==> config.mk <==
export PLATFORM = sky130hd
export DESIGN_NAME = sorted_frequency_priority_queue_flat
export DESIGN_NICKNAME = d
export VERILOG_FILES = /design/src/design/sfpq_pkg.sv /design/src/design/sfpq_in_if.sv /design/src/design/sfpq_out_if.sv /design/src/design/sfpq_cell.sv /design/src/design/sorted_frequency_priority_queue.sv /design/src/flat_wrapper.sv
export SDC_FILE = /design/constraint.sdc
export NUM_CORES = 2
export LEC_CHECK = 0
export ABC_AREA = 1
export BUFFER_PORTS_ARGS = -buffer_cell sky130_fd_sc_hd__buf_4
export CAP_MARGIN = 15
export CORE_ASPECT_RATIO = 0.7
export CORE_MARGIN = 5
export CORE_UTILIZATION = 55
export CTS_BUF_LIST = sky130_fd_sc_hd__clkbuf_8
export CTS_CLUSTER_DIAMETER = 30
export DETAILED_ROUTE_END_ITERATION = 7
export PLACE_DENSITY = 0.74
export SLEW_MARGIN = 20
export SYNTH_ARGS = -nofsm -noshare
export SYNTH_HDL_FRONTEND = slang
export SYNTH_HIERARCHICAL = 1
export SYNTH_SLANG_ARGS = --single-unit
==> constraint.sdc <==
create_clock -name i_clk -period 4.9 [get_ports i_clk]
set_clock_uncertainty 0.1 [all_clocks]
set_input_delay 0.735 -clock i_clk [delete_from_list [all_inputs] [get_ports i_clk]]
set_output_delay 0.735 -clock i_clk [all_outputs]
set_load 0.005 [all_outputs]
==> src/design/sfpq_pkg.sv <==
`timescale 1ns / 1ps
`default_nettype none
// ----------------------------------------------------------------------------
// sfpq_pkg
// Shared types, codes and default sizes of the sorted frequency queue.
// ----------------------------------------------------------------------------
package sfpq_pkg;

    localparam int QUEUE_DEPTH_DEF = 16;
    localparam int SYMBOL_BITS_DEF = 9;
    localparam int FREQ_BITS_DEF   = 24;

    // Operation carried in the kind field of an input beat.
    localparam logic KIND_INSERT = 1'b0;
    localparam logic KIND_REMOVE = 1'b1;

    // Result status codes.
    typedef enum logic [1:0] {
        ST_OK    = 2'd0,
        ST_EMPTY = 2'd1,
        ST_FULL  = 2'd2
    } t_status;

    // Command broadcast to every cell of the chain.
    typedef struct packed {
        logic ins;
        logic rem;
    } t_cell_cmd;

endpackage
`default_nettype wire

==> src/design/sfpq_in_if.sv <==
`timescale 1ns / 1ps
`default_nettype none
// ----------------------------------------------------------------------------
// sfpq_in_if
// Request channel: insert or remove, with the entry to insert.
// ----------------------------------------------------------------------------
interface sfpq_in_if #(
    parameter int SYMBOL_BITS = 9,
    parameter int FREQ_BITS   = 24
);
    logic                   valid;
    logic                   ready;
    logic                   kind;
    logic [SYMBOL_BITS-1:0] new_symbol;
    logic [FREQ_BITS-1:0]   new_frequency;

    modport source (output valid, kind, new_symbol, new_frequency, input ready);
    modport sink   (input valid, kind, new_symbol, new_frequency, output ready);
endinterface
`default_nettype wire

==> src/design/sfpq_out_if.sv <==
`timescale 1ns / 1ps
`default_nettype none
// ----------------------------------------------------------------------------
// sfpq_out_if
// Result channel: status, removed entry and fill state.
// ----------------------------------------------------------------------------
interface sfpq_out_if #(
    parameter int SYMBOL_BITS = 9,
    parameter int FREQ_BITS   = 24,
    parameter int COUNT_BITS  = 5
);
    logic                   valid;
    logic                   ready;
    logic [1:0]             status;
    logic [SYMBOL_BITS-1:0] out_symbol;
    logic [FREQ_BITS-1:0]   out_frequency;
    logic [COUNT_BITS-1:0]  entry_count;
    logic                   list_empty;

    modport source (output valid, status, out_symbol, out_frequency, entry_count,
                    list_empty, input ready);
    modport sink   (input valid, status, out_symbol, out_frequency, entry_count,
                    list_empty, output ready);
endinterface
`default_nettype wire

==> src/design/sfpq_cell.sv <==
`timescale 1ns / 1ps
`default_nettype none
// ----------------------------------------------------------------------------
// sfpq_cell
// One slot of the sorted chain: holds an entry, shifts right on insert
// and left on remove.
// ----------------------------------------------------------------------------
module sfpq_cell #(
    parameter int SYMBOL_BITS = 9,
    parameter int FREQ_BITS   = 24
) (
    input  wire                   i_clk,
    input  wire sfpq_pkg::t_cell_cmd i_cmd,
    input  wire                   i_occ,
    input  wire [SYMBOL_BITS-1:0] i_new_sym,
    input  wire [FREQ_BITS-1:0]   i_new_frq,
    input  wire                   i_left_take,
    input  wire [SYMBOL_BITS-1:0] i_left_sym,
    input  wire [FREQ_BITS-1:0]   i_left_frq,
    input  wire [SYMBOL_BITS-1:0] i_right_sym,
    input  wire [FREQ_BITS-1:0]   i_right_frq,
    output logic                  o_take,
    output logic [SYMBOL_BITS-1:0] o_sym,
    output logic [FREQ_BITS-1:0]  o_frq
);
    import sfpq_pkg::*;

    logic [SYMBOL_BITS-1:0] r_sym, n_sym;
    logic [FREQ_BITS-1:0]   r_frq, n_frq;

    // An empty slot, or one whose key is not below the new key, yields its
    // place. Along a sorted chain this flag rises once and stays high.
    assign o_take = !i_occ || (r_frq >= i_new_frq);

    always_comb begin
        n_sym = r_sym;
        n_frq = r_frq;
        if (i_cmd.ins) begin
            if (i_left_take) begin
                n_sym = i_left_sym;
                n_frq = i_left_frq;
            end else if (o_take) begin
                n_sym = i_new_sym;
                n_frq = i_new_frq;
            end
        end else if (i_cmd.rem) begin
            n_sym = i_right_sym;
            n_frq = i_right_frq;
        end
    end

    always_ff @(posedge i_clk) begin
        r_sym <= n_sym;
        r_frq <= n_frq;
    end

    assign o_sym = r_sym;
    assign o_frq = r_frq;
endmodule
`default_nettype wire

==> src/design/sorted_frequency_priority_queue.sv <==
`timescale 1ns / 1ps
`default_nettype none
// ----------------------------------------------------------------------------
// sorted_frequency_priority_queue
// Priority queue of (symbol, frequency) entries kept in ascending order of
// frequency in a shift-register chain of cells.
// ----------------------------------------------------------------------------
//
//  Channel   Direction  Beat carries
//  i_cmd     in         kind, new_symbol, new_frequency
//  o_res     out        status, out_symbol, out_frequency, entry_count, list_empty
//
//  One request beat is taken per clock cycle while the result side is not
//  stalled; its result beat is registered and offered in the following cycle.
//  The rate is set by the cell chain, where every cell compares its key with
//  the new key in the same cycle. A request is taken while the result register
//  is empty or being drained, so a stalled result stalls the request side only
//  after one beat waits. Synchronous reset empties the queue and the result
//  register; the entry storage itself is not cleared and needs no clearing pass.
//
module sorted_frequency_priority_queue #(
    parameter int QUEUE_DEPTH = sfpq_pkg::QUEUE_DEPTH_DEF,
    parameter int SYMBOL_BITS = sfpq_pkg::SYMBOL_BITS_DEF,
    parameter int FREQ_BITS   = sfpq_pkg::FREQ_BITS_DEF
) (
    input  wire        i_clk,
    input  wire        i_rst_n,
    sfpq_in_if.sink    i_cmd,
    sfpq_out_if.source o_res
);
    import sfpq_pkg::*;

    localparam int CountBits = $clog2(QUEUE_DEPTH + 1);
    localparam logic [CountBits-1:0] CountFull = CountBits'(QUEUE_DEPTH);

    // Fill count and result register.
    logic [CountBits-1:0]   r_count, n_count;
    logic                   r_out_valid, n_out_valid;
    t_status                r_status, n_status;
    logic [SYMBOL_BITS-1:0] r_out_sym, n_out_sym;
    logic [FREQ_BITS-1:0]   r_out_frq, n_out_frq;
    logic [CountBits-1:0]   r_out_count, n_out_count;

    logic      w_accept;
    t_cell_cmd w_cmd;

    logic                   w_take [QUEUE_DEPTH];
    logic [SYMBOL_BITS-1:0] w_sym  [QUEUE_DEPTH];
    logic [FREQ_BITS-1:0]   w_frq  [QUEUE_DEPTH];

    // A new beat is taken whenever the result register can hand over or is free.
    assign i_cmd.ready = !r_out_valid || o_res.ready;
    assign w_accept    = i_cmd.valid && i_cmd.ready;

    // Inserts into a full queue and removes from an empty one leave the
    // chain untouched.
    assign w_cmd.ins = w_accept && (i_cmd.kind == KIND_INSERT) && (r_count != CountFull);
    assign w_cmd.rem = w_accept && (i_cmd.kind == KIND_REMOVE) && (r_count != '0);

    // The chain: each cell sees the yield flag and entry of its left
    // neighbour and the entry of its right neighbour. The head cell holds the
    // lowest frequency; the tail cell fills with zeros on a remove.
    for (genvar g = 0; g < QUEUE_DEPTH; g++) begin : g_cell
        logic                   w_left_take;
        logic [SYMBOL_BITS-1:0] w_left_sym, w_right_sym;
        logic [FREQ_BITS-1:0]   w_left_frq, w_right_frq;
        logic                   w_occ;

        assign w_occ = CountBits'(g) < r_count;

        if (g == 0) begin : g_head
            assign w_left_take = 1'b0;
            assign w_left_sym  = '0;
            assign w_left_frq  = '0;
        end else begin : g_mid
            assign w_left_take = w_take[g-1];
            assign w_left_sym  = w_sym[g-1];
            assign w_left_frq  = w_frq[g-1];
        end

        if (g == QUEUE_DEPTH - 1) begin : g_tail
            assign w_right_sym = '0;
            assign w_right_frq = '0;
        end else begin : g_body
            assign w_right_sym = w_sym[g+1];
            assign w_right_frq = w_frq[g+1];
        end

        sfpq_cell #(
            .SYMBOL_BITS (SYMBOL_BITS),
            .FREQ_BITS   (FREQ_BITS)
        ) u_cell (
            .i_clk       (i_clk),
            .i_cmd       (w_cmd),
            .i_occ       (w_occ),
            .i_new_sym   (i_cmd.new_symbol),
            .i_new_frq   (i_cmd.new_frequency),
            .i_left_take (w_left_take),
            .i_left_sym  (w_left_sym),
            .i_left_frq  (w_left_frq),
            .i_right_sym (w_right_sym),
            .i_right_frq (w_right_frq),
            .o_take      (w_take[g]),
            .o_sym       (w_sym[g]),
            .o_frq       (w_frq[g])
        );
    end

    // Next fill count and result beat.
    always_comb begin
        n_count     = r_count;
        n_out_valid = r_out_valid;
        n_status    = r_status;
        n_out_sym   = r_out_sym;
        n_out_frq   = r_out_frq;
        n_out_count = r_out_count;

        if (w_cmd.ins) begin
            n_count = r_count + 1'b1;
        end else if (w_cmd.rem) begin
            n_count = r_count - 1'b1;
        end

        if (o_res.ready) begin
            n_out_valid = 1'b0;
        end
        if (w_accept) begin
            n_out_valid = 1'b1;
            n_out_count = n_count;
            n_out_sym   = '0;
            n_out_frq   = '0;
            if (w_cmd.rem) begin
                n_status  = ST_OK;
                n_out_sym = w_sym[0];
                n_out_frq = w_frq[0];
            end else if (w_cmd.ins) begin
                n_status = ST_OK;
            end else if (i_cmd.kind == KIND_REMOVE) begin
                n_status = ST_EMPTY;
            end else begin
                n_status = ST_FULL;
            end
        end
    end

    always_ff @(posedge i_clk) begin
        if (!i_rst_n) begin
            r_count     <= '0;
            r_out_valid <= 1'b0;
        end else begin
            r_count     <= n_count;
            r_out_valid <= n_out_valid;
        end
        r_status    <= n_status;
        r_out_sym   <= n_out_sym;
        r_out_frq   <= n_out_frq;
        r_out_count <= n_out_count;
    end

    assign o_res.valid         = r_out_valid;
    assign o_res.status        = r_status;
    assign o_res.out_symbol    = r_out_sym;
    assign o_res.out_frequency = r_out_frq;
    assign o_res.entry_count   = r_out_count;
    assign o_res.list_empty    = (r_out_count == '0);

    // The fill count never goes beyond the depth of the chain.
    a_count_bound: assert property (@(posedge i_clk) disable iff (!i_rst_n)
        r_count <= CountFull)
        else $error("fill count beyond queue depth");

    // The two lowest entries held stay in ascending order.
    a_head_sorted: assert property (@(posedge i_clk) disable iff (!i_rst_n)
        (r_count >= CountBits'(2)) |-> (w_frq[0] <= w_frq[1]))
        else $error("head entries out of order");

    // A result beat reports the fill count that the queue then holds.
    a_count_report: assert property (@(posedge i_clk) disable iff (!i_rst_n)
        w_accept |=> (o_res.entry_count == r_count))
        else $error("reported count differs from fill count");

    // A removed beat carries the entry that sat at the head.
    a_remove_head: assert property (@(posedge i_clk) disable iff (!i_rst_n)
        w_cmd.rem |=> (o_res.out_frequency == $past(w_frq[0])))
        else $error("removed entry is not the former head");
endmodule
`default_nettype wire

==> src/flat_wrapper.sv <==
// flat-port wrapper written by rule: the top's interface ports become plain ports
module sorted_frequency_priority_queue_flat import sfpq_pkg::*;
#(
    parameter int QUEUE_DEPTH = sfpq_pkg::QUEUE_DEPTH_DEF,
    parameter int SYMBOL_BITS = sfpq_pkg::SYMBOL_BITS_DEF,
    parameter int FREQ_BITS   = sfpq_pkg::FREQ_BITS_DEF
)
  (i_clk, i_rst_n, i_cmd_valid, i_cmd_kind, i_cmd_new_symbol, i_cmd_new_frequency, i_cmd_ready, o_res_valid, o_res_status, o_res_out_symbol, o_res_out_frequency, o_res_entry_count, o_res_list_empty, o_res_ready);
  sfpq_in_if #(.SYMBOL_BITS(SYMBOL_BITS), .FREQ_BITS(FREQ_BITS)) i_cmd_i ();
  sfpq_out_if #(.SYMBOL_BITS(SYMBOL_BITS), .FREQ_BITS(FREQ_BITS), .COUNT_BITS(($clog2((QUEUE_DEPTH_DEF) + 1)))) o_res_i ();
  input  wire i_clk;
  input  wire i_rst_n;
  input wire logic [$bits(i_cmd_i.valid)-1:0] i_cmd_valid;
  input wire logic [$bits(i_cmd_i.kind)-1:0] i_cmd_kind;
  input wire logic [$bits(i_cmd_i.new_symbol)-1:0] i_cmd_new_symbol;
  input wire logic [$bits(i_cmd_i.new_frequency)-1:0] i_cmd_new_frequency;
  output wire logic [$bits(i_cmd_i.ready)-1:0] i_cmd_ready;
  output wire logic [$bits(o_res_i.valid)-1:0] o_res_valid;
  output wire logic [$bits(o_res_i.status)-1:0] o_res_status;
  output wire logic [$bits(o_res_i.out_symbol)-1:0] o_res_out_symbol;
  output wire logic [$bits(o_res_i.out_frequency)-1:0] o_res_out_frequency;
  output wire logic [$bits(o_res_i.entry_count)-1:0] o_res_entry_count;
  output wire logic [$bits(o_res_i.list_empty)-1:0] o_res_list_empty;
  input wire logic [$bits(o_res_i.ready)-1:0] o_res_ready;
  assign i_cmd_i.valid = i_cmd_valid;
  assign i_cmd_i.kind = i_cmd_kind;
  assign i_cmd_i.new_symbol = i_cmd_new_symbol;
  assign i_cmd_i.new_frequency = i_cmd_new_frequency;
  assign i_cmd_ready = i_cmd_i.ready;
  assign o_res_valid = o_res_i.valid;
  assign o_res_status = o_res_i.status;
  assign o_res_out_symbol = o_res_i.out_symbol;
  assign o_res_out_frequency = o_res_i.out_frequency;
  assign o_res_entry_count = o_res_i.entry_count;
  assign o_res_list_empty = o_res_i.list_empty;
  assign o_res_i.ready = o_res_ready;
  sorted_frequency_priority_queue #(.QUEUE_DEPTH(QUEUE_DEPTH), .SYMBOL_BITS(SYMBOL_BITS), .FREQ_BITS(FREQ_BITS)) u_core (.i_clk(i_clk), .i_rst_n(i_rst_n), .i_cmd(i_cmd_i), .o_res(o_res_i));
endmodule
-- After elaboration in Yosys (flattened, before gate mapping)
Cells that the tools add are included.
- add/sub/neg operators: 2
- $lt $le $gt $ge: 32
- equal/unequal tests: 17
- mux-type cells: 131
- bitwise operators: 1
- reductions and logical operators: 60
- operators with widths (operator ; count):
    $mux W24 ; 63
    $mux W9 ; 63
    $ge A24 B24 Y1 ; 16
    $ne A3 B3 Y1 const B ; 14
    $lt A4 B5 Y1 const A ; 8
    $reduce_and A2 Y1 ; 16
    $lt A3 B5 Y1 const A ; 4
    $logic_not A1 Y1 ; 17
    $logic_or A1 B1 Y1 ; 17
    $lt A1 B5 Y1 const A ; 2
    $lt A2 B5 Y1 const A ; 2
    $mux W5 ; 2
    $add A5 B1 Y5 const B ; 1
    $logic_and A1 B1 Y1 ; 5
    $logic_not A5 Y1 ; 1
    $ne A5 B5 Y1 const B ; 1
    $reduce_bool A5 Y1 ; 1
    $sub A5 B1 Y5 const B ; 1
    $reduce_bool A2 Y1 ; 2
    $ne A3 B2 Y1 const B ; 1
    $mux W1 ; 2
    $mux W2 ; 1
    $ne A2 B1 Y1 const B ; 1
    $reduce_or A2 Y1 ; 1
    $not A1 Y1 ; 1
- flip-flop bits (word level): 574
- bits of input ports: 38
- output and inout bits: 43
- word-level logic and storage cells: 281

-- Longest topological paths before layout
- depth after elaboration: 7
- depth in mapped cells: 14

-- Cells and area by module
Netlist, hierarchy kept.
- modules (own cells, without submodules) (module ; instances ; cells each ; area each (sq um)):
    sfpq_cell ; 16 ; 297 ; 2322.2
    sorted_frequency_priority_queue ; 1 ; 224 ; 2149.6

-- Worst setup path before layout
Ideal clock, no wire load.
- kind: input to register
- start point: in o_res_ready
- end point: reg u_core.g_cell[0].u_cell.r_frq[0] (enable)
- setup time: 0.388 ns
- arrival time: 4.143 ns
- setup slack: 0.269 ns
- stages on the path: 7
- cell sequence: inv_1 -> nand2_1 -> nand3_1 -> nor2_2 -> or2_2 -> nand2_1 -> inv_1
- RTL lines (element ; line ; source):
    start, declared ; flat_wrapper.sv:24 ; input wire logic [$bits(o_res_i.ready)-1:0] o_res_ready;
    end signal, assigned ; sfpq_cell.sv:54 ; r_frq <= n_frq;
    end, declared ; sfpq_cell.sv:29 ; logic [FREQ_BITS-1:0] r_frq, n_frq;

-- Worst setup path after layout
- start point: reg u_core.r_count[4]
- end point: reg u_core.g_cell[13].u_cell.r_frq[6] (data pin)
- word-level cells in the longest chain between the ends: 5
- elaborated cells between the ends (all ways): 7
- classes of those cells: 1 x order compare; 1 x eq/ne; 2 x mux; 3 x reduce/logical
- RTL lines (element ; line ; source):
    start, declared ; sorted_frequency_priority_queue.sv:37 ; logic [CountBits-1:0] r_count, n_count;
    start signal, assigned ; sorted_frequency_priority_queue.sv:151 ; r_count <= n_count;
    $lt A4 B5 Y1 ; sorted_frequency_priority_queue.sv:69 ; assign w_occ = CountBits'(g) < r_count;
    net u_core.g_cell[12].w_occ ; sorted_frequency_priority_queue.sv:67 ; logic w_occ;
    $logic_not A1 Y1 ; sfpq_cell.sv:33 ; assign o_take = !i_occ || (r_frq >= i_new_frq);
    $logic_or A1 B1 Y1 ; sfpq_cell.sv:33 ;
    net u_core.g_cell[13].w_left_take ; sorted_frequency_priority_queue.sv:64 ; logic w_left_take;
    $mux W24 ; sfpq_cell.sv:39 ; if (i_left_take) begin
    $mux W24 ; sfpq_cell.sv:38 ; if (i_cmd.ins) begin
    net u_core.g_cell[13].u_cell.n_frq[6] ; sfpq_cell.sv:29 ;
    end signal, assigned ; sfpq_cell.sv:54 ;
    end, declared ; sfpq_cell.sv:29 ;
The timed path passes the listed nets, and every way through them passes these cells.
A chain may end at the register's enable or synchronous reset.

==> metrics.json <==
{
  "outcome": {
    "run_status": "finished, final reports clean"
  },
  "floorplanning": {
    "floorplan.die_area_mm2": 0.0770,
    "die_w_um": 330,
    "rows": 82,
    "core_area_mm2": 0.0712,
    "floorplan.initialDensity_pct": 55.2,
    "die_height_um": 234,
    "num_ports": 81
  },
  "sta": {
    "report.final.setup_viol": 0,
    "timing.setup.tns_ns": 0,
    "period_needed_ns": 3.79,
    "setup_repair_after_global_routing_missed_its_margin": "no",
    "fin_hold_ws_ns": 0.175,
    "layout_setup_ws_ns": 1.11,
    "hold_viol_final": 0,
    "drv_slew": 0,
    "max_slew.worst_pin.slew_ns": 1.06,
    "max_slew_margin_pct": 29.7,
    "maxClockFrequency_mhz": 264,
    "period_share_pct": 77.4
  },
  "clock_network": {
    "tritoncts_num_sinks": 574,
    "clk_transition_reported_paths_ns": 0.07,
    "cts_inserted_buffers": 132,
    "max-clock-path-buffers": 3,
    "postCtsHoldBufs": 0,
    "clkLatencyLatePin_ns": 0.79,
    "post_cts_buffers": 0,
    "tritoncts": "built",
    "ctsResizeCount": 0,
    "clock_tree.root_cell": "sky130_fd_sc_hd__clkbuf_8",
    "htree_levels": 4
  },
  "routing": {
    "avgViaCountPerCell": 5.66,
    "via_count": 35100,
    "drt.antenna.violating_nets": 0,
    "detailedRoute.firstIterationViolations": 3911,
    "drcViolationCount": 0,
    "wl_per_cell_um": 17.4,
    "detailedRoute.firstPassIterationCount": 5,
    "drt_wl_total_um": 108000
  },
  "worst_hold_path": {
    "hold_path_depth": 3,
    "min-delay-start": "i_cmd_valid",
    "hold_end": "u_core/o_res.valid",
    "hold_class": "in -> reg"
  },
  "critical_path": {
    "worstRegToRegCells": 11,
    "start_of_the_worst_register_to_register_path": "u_core/r_count[4]",
    "timing.rr.end": "u_core/g_cell[13].u_cell/o_frq[6]",
    "crit_arrival_ns": 4.30,
    "timing.critical_path.to_type": "register",
    "criticalPathCategory": "reg -> reg",
    "cp_max_fo": 18,
    "cp_data_required_time_ns": 5.41,
    "setup.worst_path.start_class": "register",
    "worst-r2r-setup-slack_ns": 1.11
  },
  "cells_and_area": {
    "postLayoutCoreUtil_pct": 61.4,
    "design.final.nets": 5556,
    "num_antenna_cells": 0,
    "fillers": 6226,
    "drive_above_1_share_pct": 8.04,
    "area_delta_synth_final_pct": 11.2
  },
  "synthesis": {
    "yosysWarningCount": 6,
    "postSynthAreaPerCell_um2": 7.90,
    "synth.cell_area_mm2": 0.0393,
    "netlist_instances": 4975
  },
  "global_route": {
    "antenna_violations_before_repair": 0,
    "grt_start_max_net_pins": 106,
    "grt_pass1_vias": 33600,
    "grt_use_total_pct": 27.4,
    "grt_overflow": 0,
    "grt_pass1_wl_um": 173000
  },
  "power": {
    "p_leak_nw": 20.4,
    "powerDensity_mw_per_mm2": 378,
    "total_power_mw": 16.5,
    "ir_drop_mv": 0.210
  },
  "placed_design": {
    "dp_slack_ns": 0.801,
    "dp_hpwl_um": 75900,
    "place.gp.congestion": 0.849,
    "io_buffer_count": 80
  },
  "job": {
    "max_cap_violations": 0
  }
}
power breakdown:
group,total [mW],switching [mW],internal (mW)
clock network,5.85,2.42,3.43
registers,6.85,0.509,6.34
logic,3.81,2.56,1.25
state kept, by name, indices dropped and copies added (netlist names):
name / flops
u_core/o_res.entry_count: 5
u_core/r_count: 5
u_core/o_res.valid: 1
u_core/o_res.out_frequency: 24
u_core/o_res.status: 2
u_core/o_res.out_symbol: 9
u_core/g_cell.u_cell/o_sym: 144
u_core/g_cell.u_cell/o_frq: 384
routing by layer:
metal / share of wire, % / vias up / global-route usage [%] / routed length (um)
met1: 47 / 16600 / 41.1 / 50300
met3: 9.2 / 124 / 4.76 / 9880
met5: 0 / - / 0 / 0
li1: - / 16800 / - / -
met4: 1.2 / 0 / 6.85 / 1310
met2: 43 / 1595 / 41.2 / 46500
worst max-delay path, stage by stage, from the launching register on:
cell                       delay (ns)
sky130_fd_sc_hd__dfxtp_1         0.64
sky130_fd_sc_hd__inv_1           0.27
sky130_fd_sc_hd__o21ai_0         0.23
sky130_fd_sc_hd__nand3b_1        0.13
sky130_fd_sc_hd__nor2_1          0.17
sky130_fd_sc_hd__nand2_1         0.14
sky130_fd_sc_hd__a21oi_1         0.20
sky130_fd_sc_hd__nand2_1         0.46
sky130_fd_sc_hd__inv_1           0.66
sky130_fd_sc_hd__buf_4           0.36
sky130_fd_sc_hd__nor2_1          0.07
sky130_fd_sc_hd__o21ai_1         0.18
through the flow:
| stage | instances | area [um2] |
|---|---|---|
| global route | 6192 | 43700 |
| floorplan | 5048 | 39600 |
| CTS | 6192 | 43700 |
| finish | 6192 | 43700 |
| global placement | 5962 | 41000 |
| detailed placement | 5962 | 41000 |
cell usage in the layout, fill, tap and decap left out, types with 74 or more instances in the layout:
cell,instances
sky130_fd_sc_hd__conb_1,74
sky130_fd_sc_hd__inv_1,627
sky130_fd_sc_hd__o21ai_1,480
sky130_fd_sc_hd__o21ai_0,581
sky130_fd_sc_hd__clkbuf_8,139
sky130_fd_sc_hd__edfxtp_1,568
sky130_fd_sc_hd__a21oi_1,132
sky130_fd_sc_hd__ha_1,388
sky130_fd_sc_hd__nand2_1,1108
sky130_fd_sc_hd__buf_4,143
sky130_fd_sc_hd__nor2_1,728
final cells by class:
| type | instances | area [um2] | share of cell area (%) |
|---|---|---|---|
| Clock inverter | 91 | 837 | 1.91 |
| Sequential cell | 574 | 17200 | 39.3 |
| Timing Repair Buffer | 145 | 1110 | 2.55 |
| Tap cell | 966 | 1210 | 2.76 |
| Clock buffer | 139 | 1910 | 4.38 |
| Inverter | 629 | 2360 | 5.40 |
| Multi-Input combinational cell | 3648 | 19100 | 43.7 |
worst max path at each step:
stage / startpoint / end / slack, ns / cells past startpoint
global placement: i_cmd_new_frequency[7] / u_core/g_cell[13].u_cell/o_sym[8] / 0.94 / 16
finish: u_core/r_count[4] / u_core/g_cell[13].u_cell/o_frq[6] / 1.11 / 11
detailed placement: i_cmd_new_frequency[21] / u_core/g_cell[12].u_cell/o_sym[6] / 0.80 / 12
CTS: u_core/r_count[4] / u_core/g_cell[13].u_cell/o_frq[6] / 1.21 / 11
floorplan: o_res_ready / u_core/g_cell[0].u_cell/o_frq[0] / 0.27 / 7
global route: u_core/r_count[4] / u_core/g_cell[13].u_cell/o_frq[6] / 0.89 / 11
No activity file was read; power rests on OpenSTA's default activity.
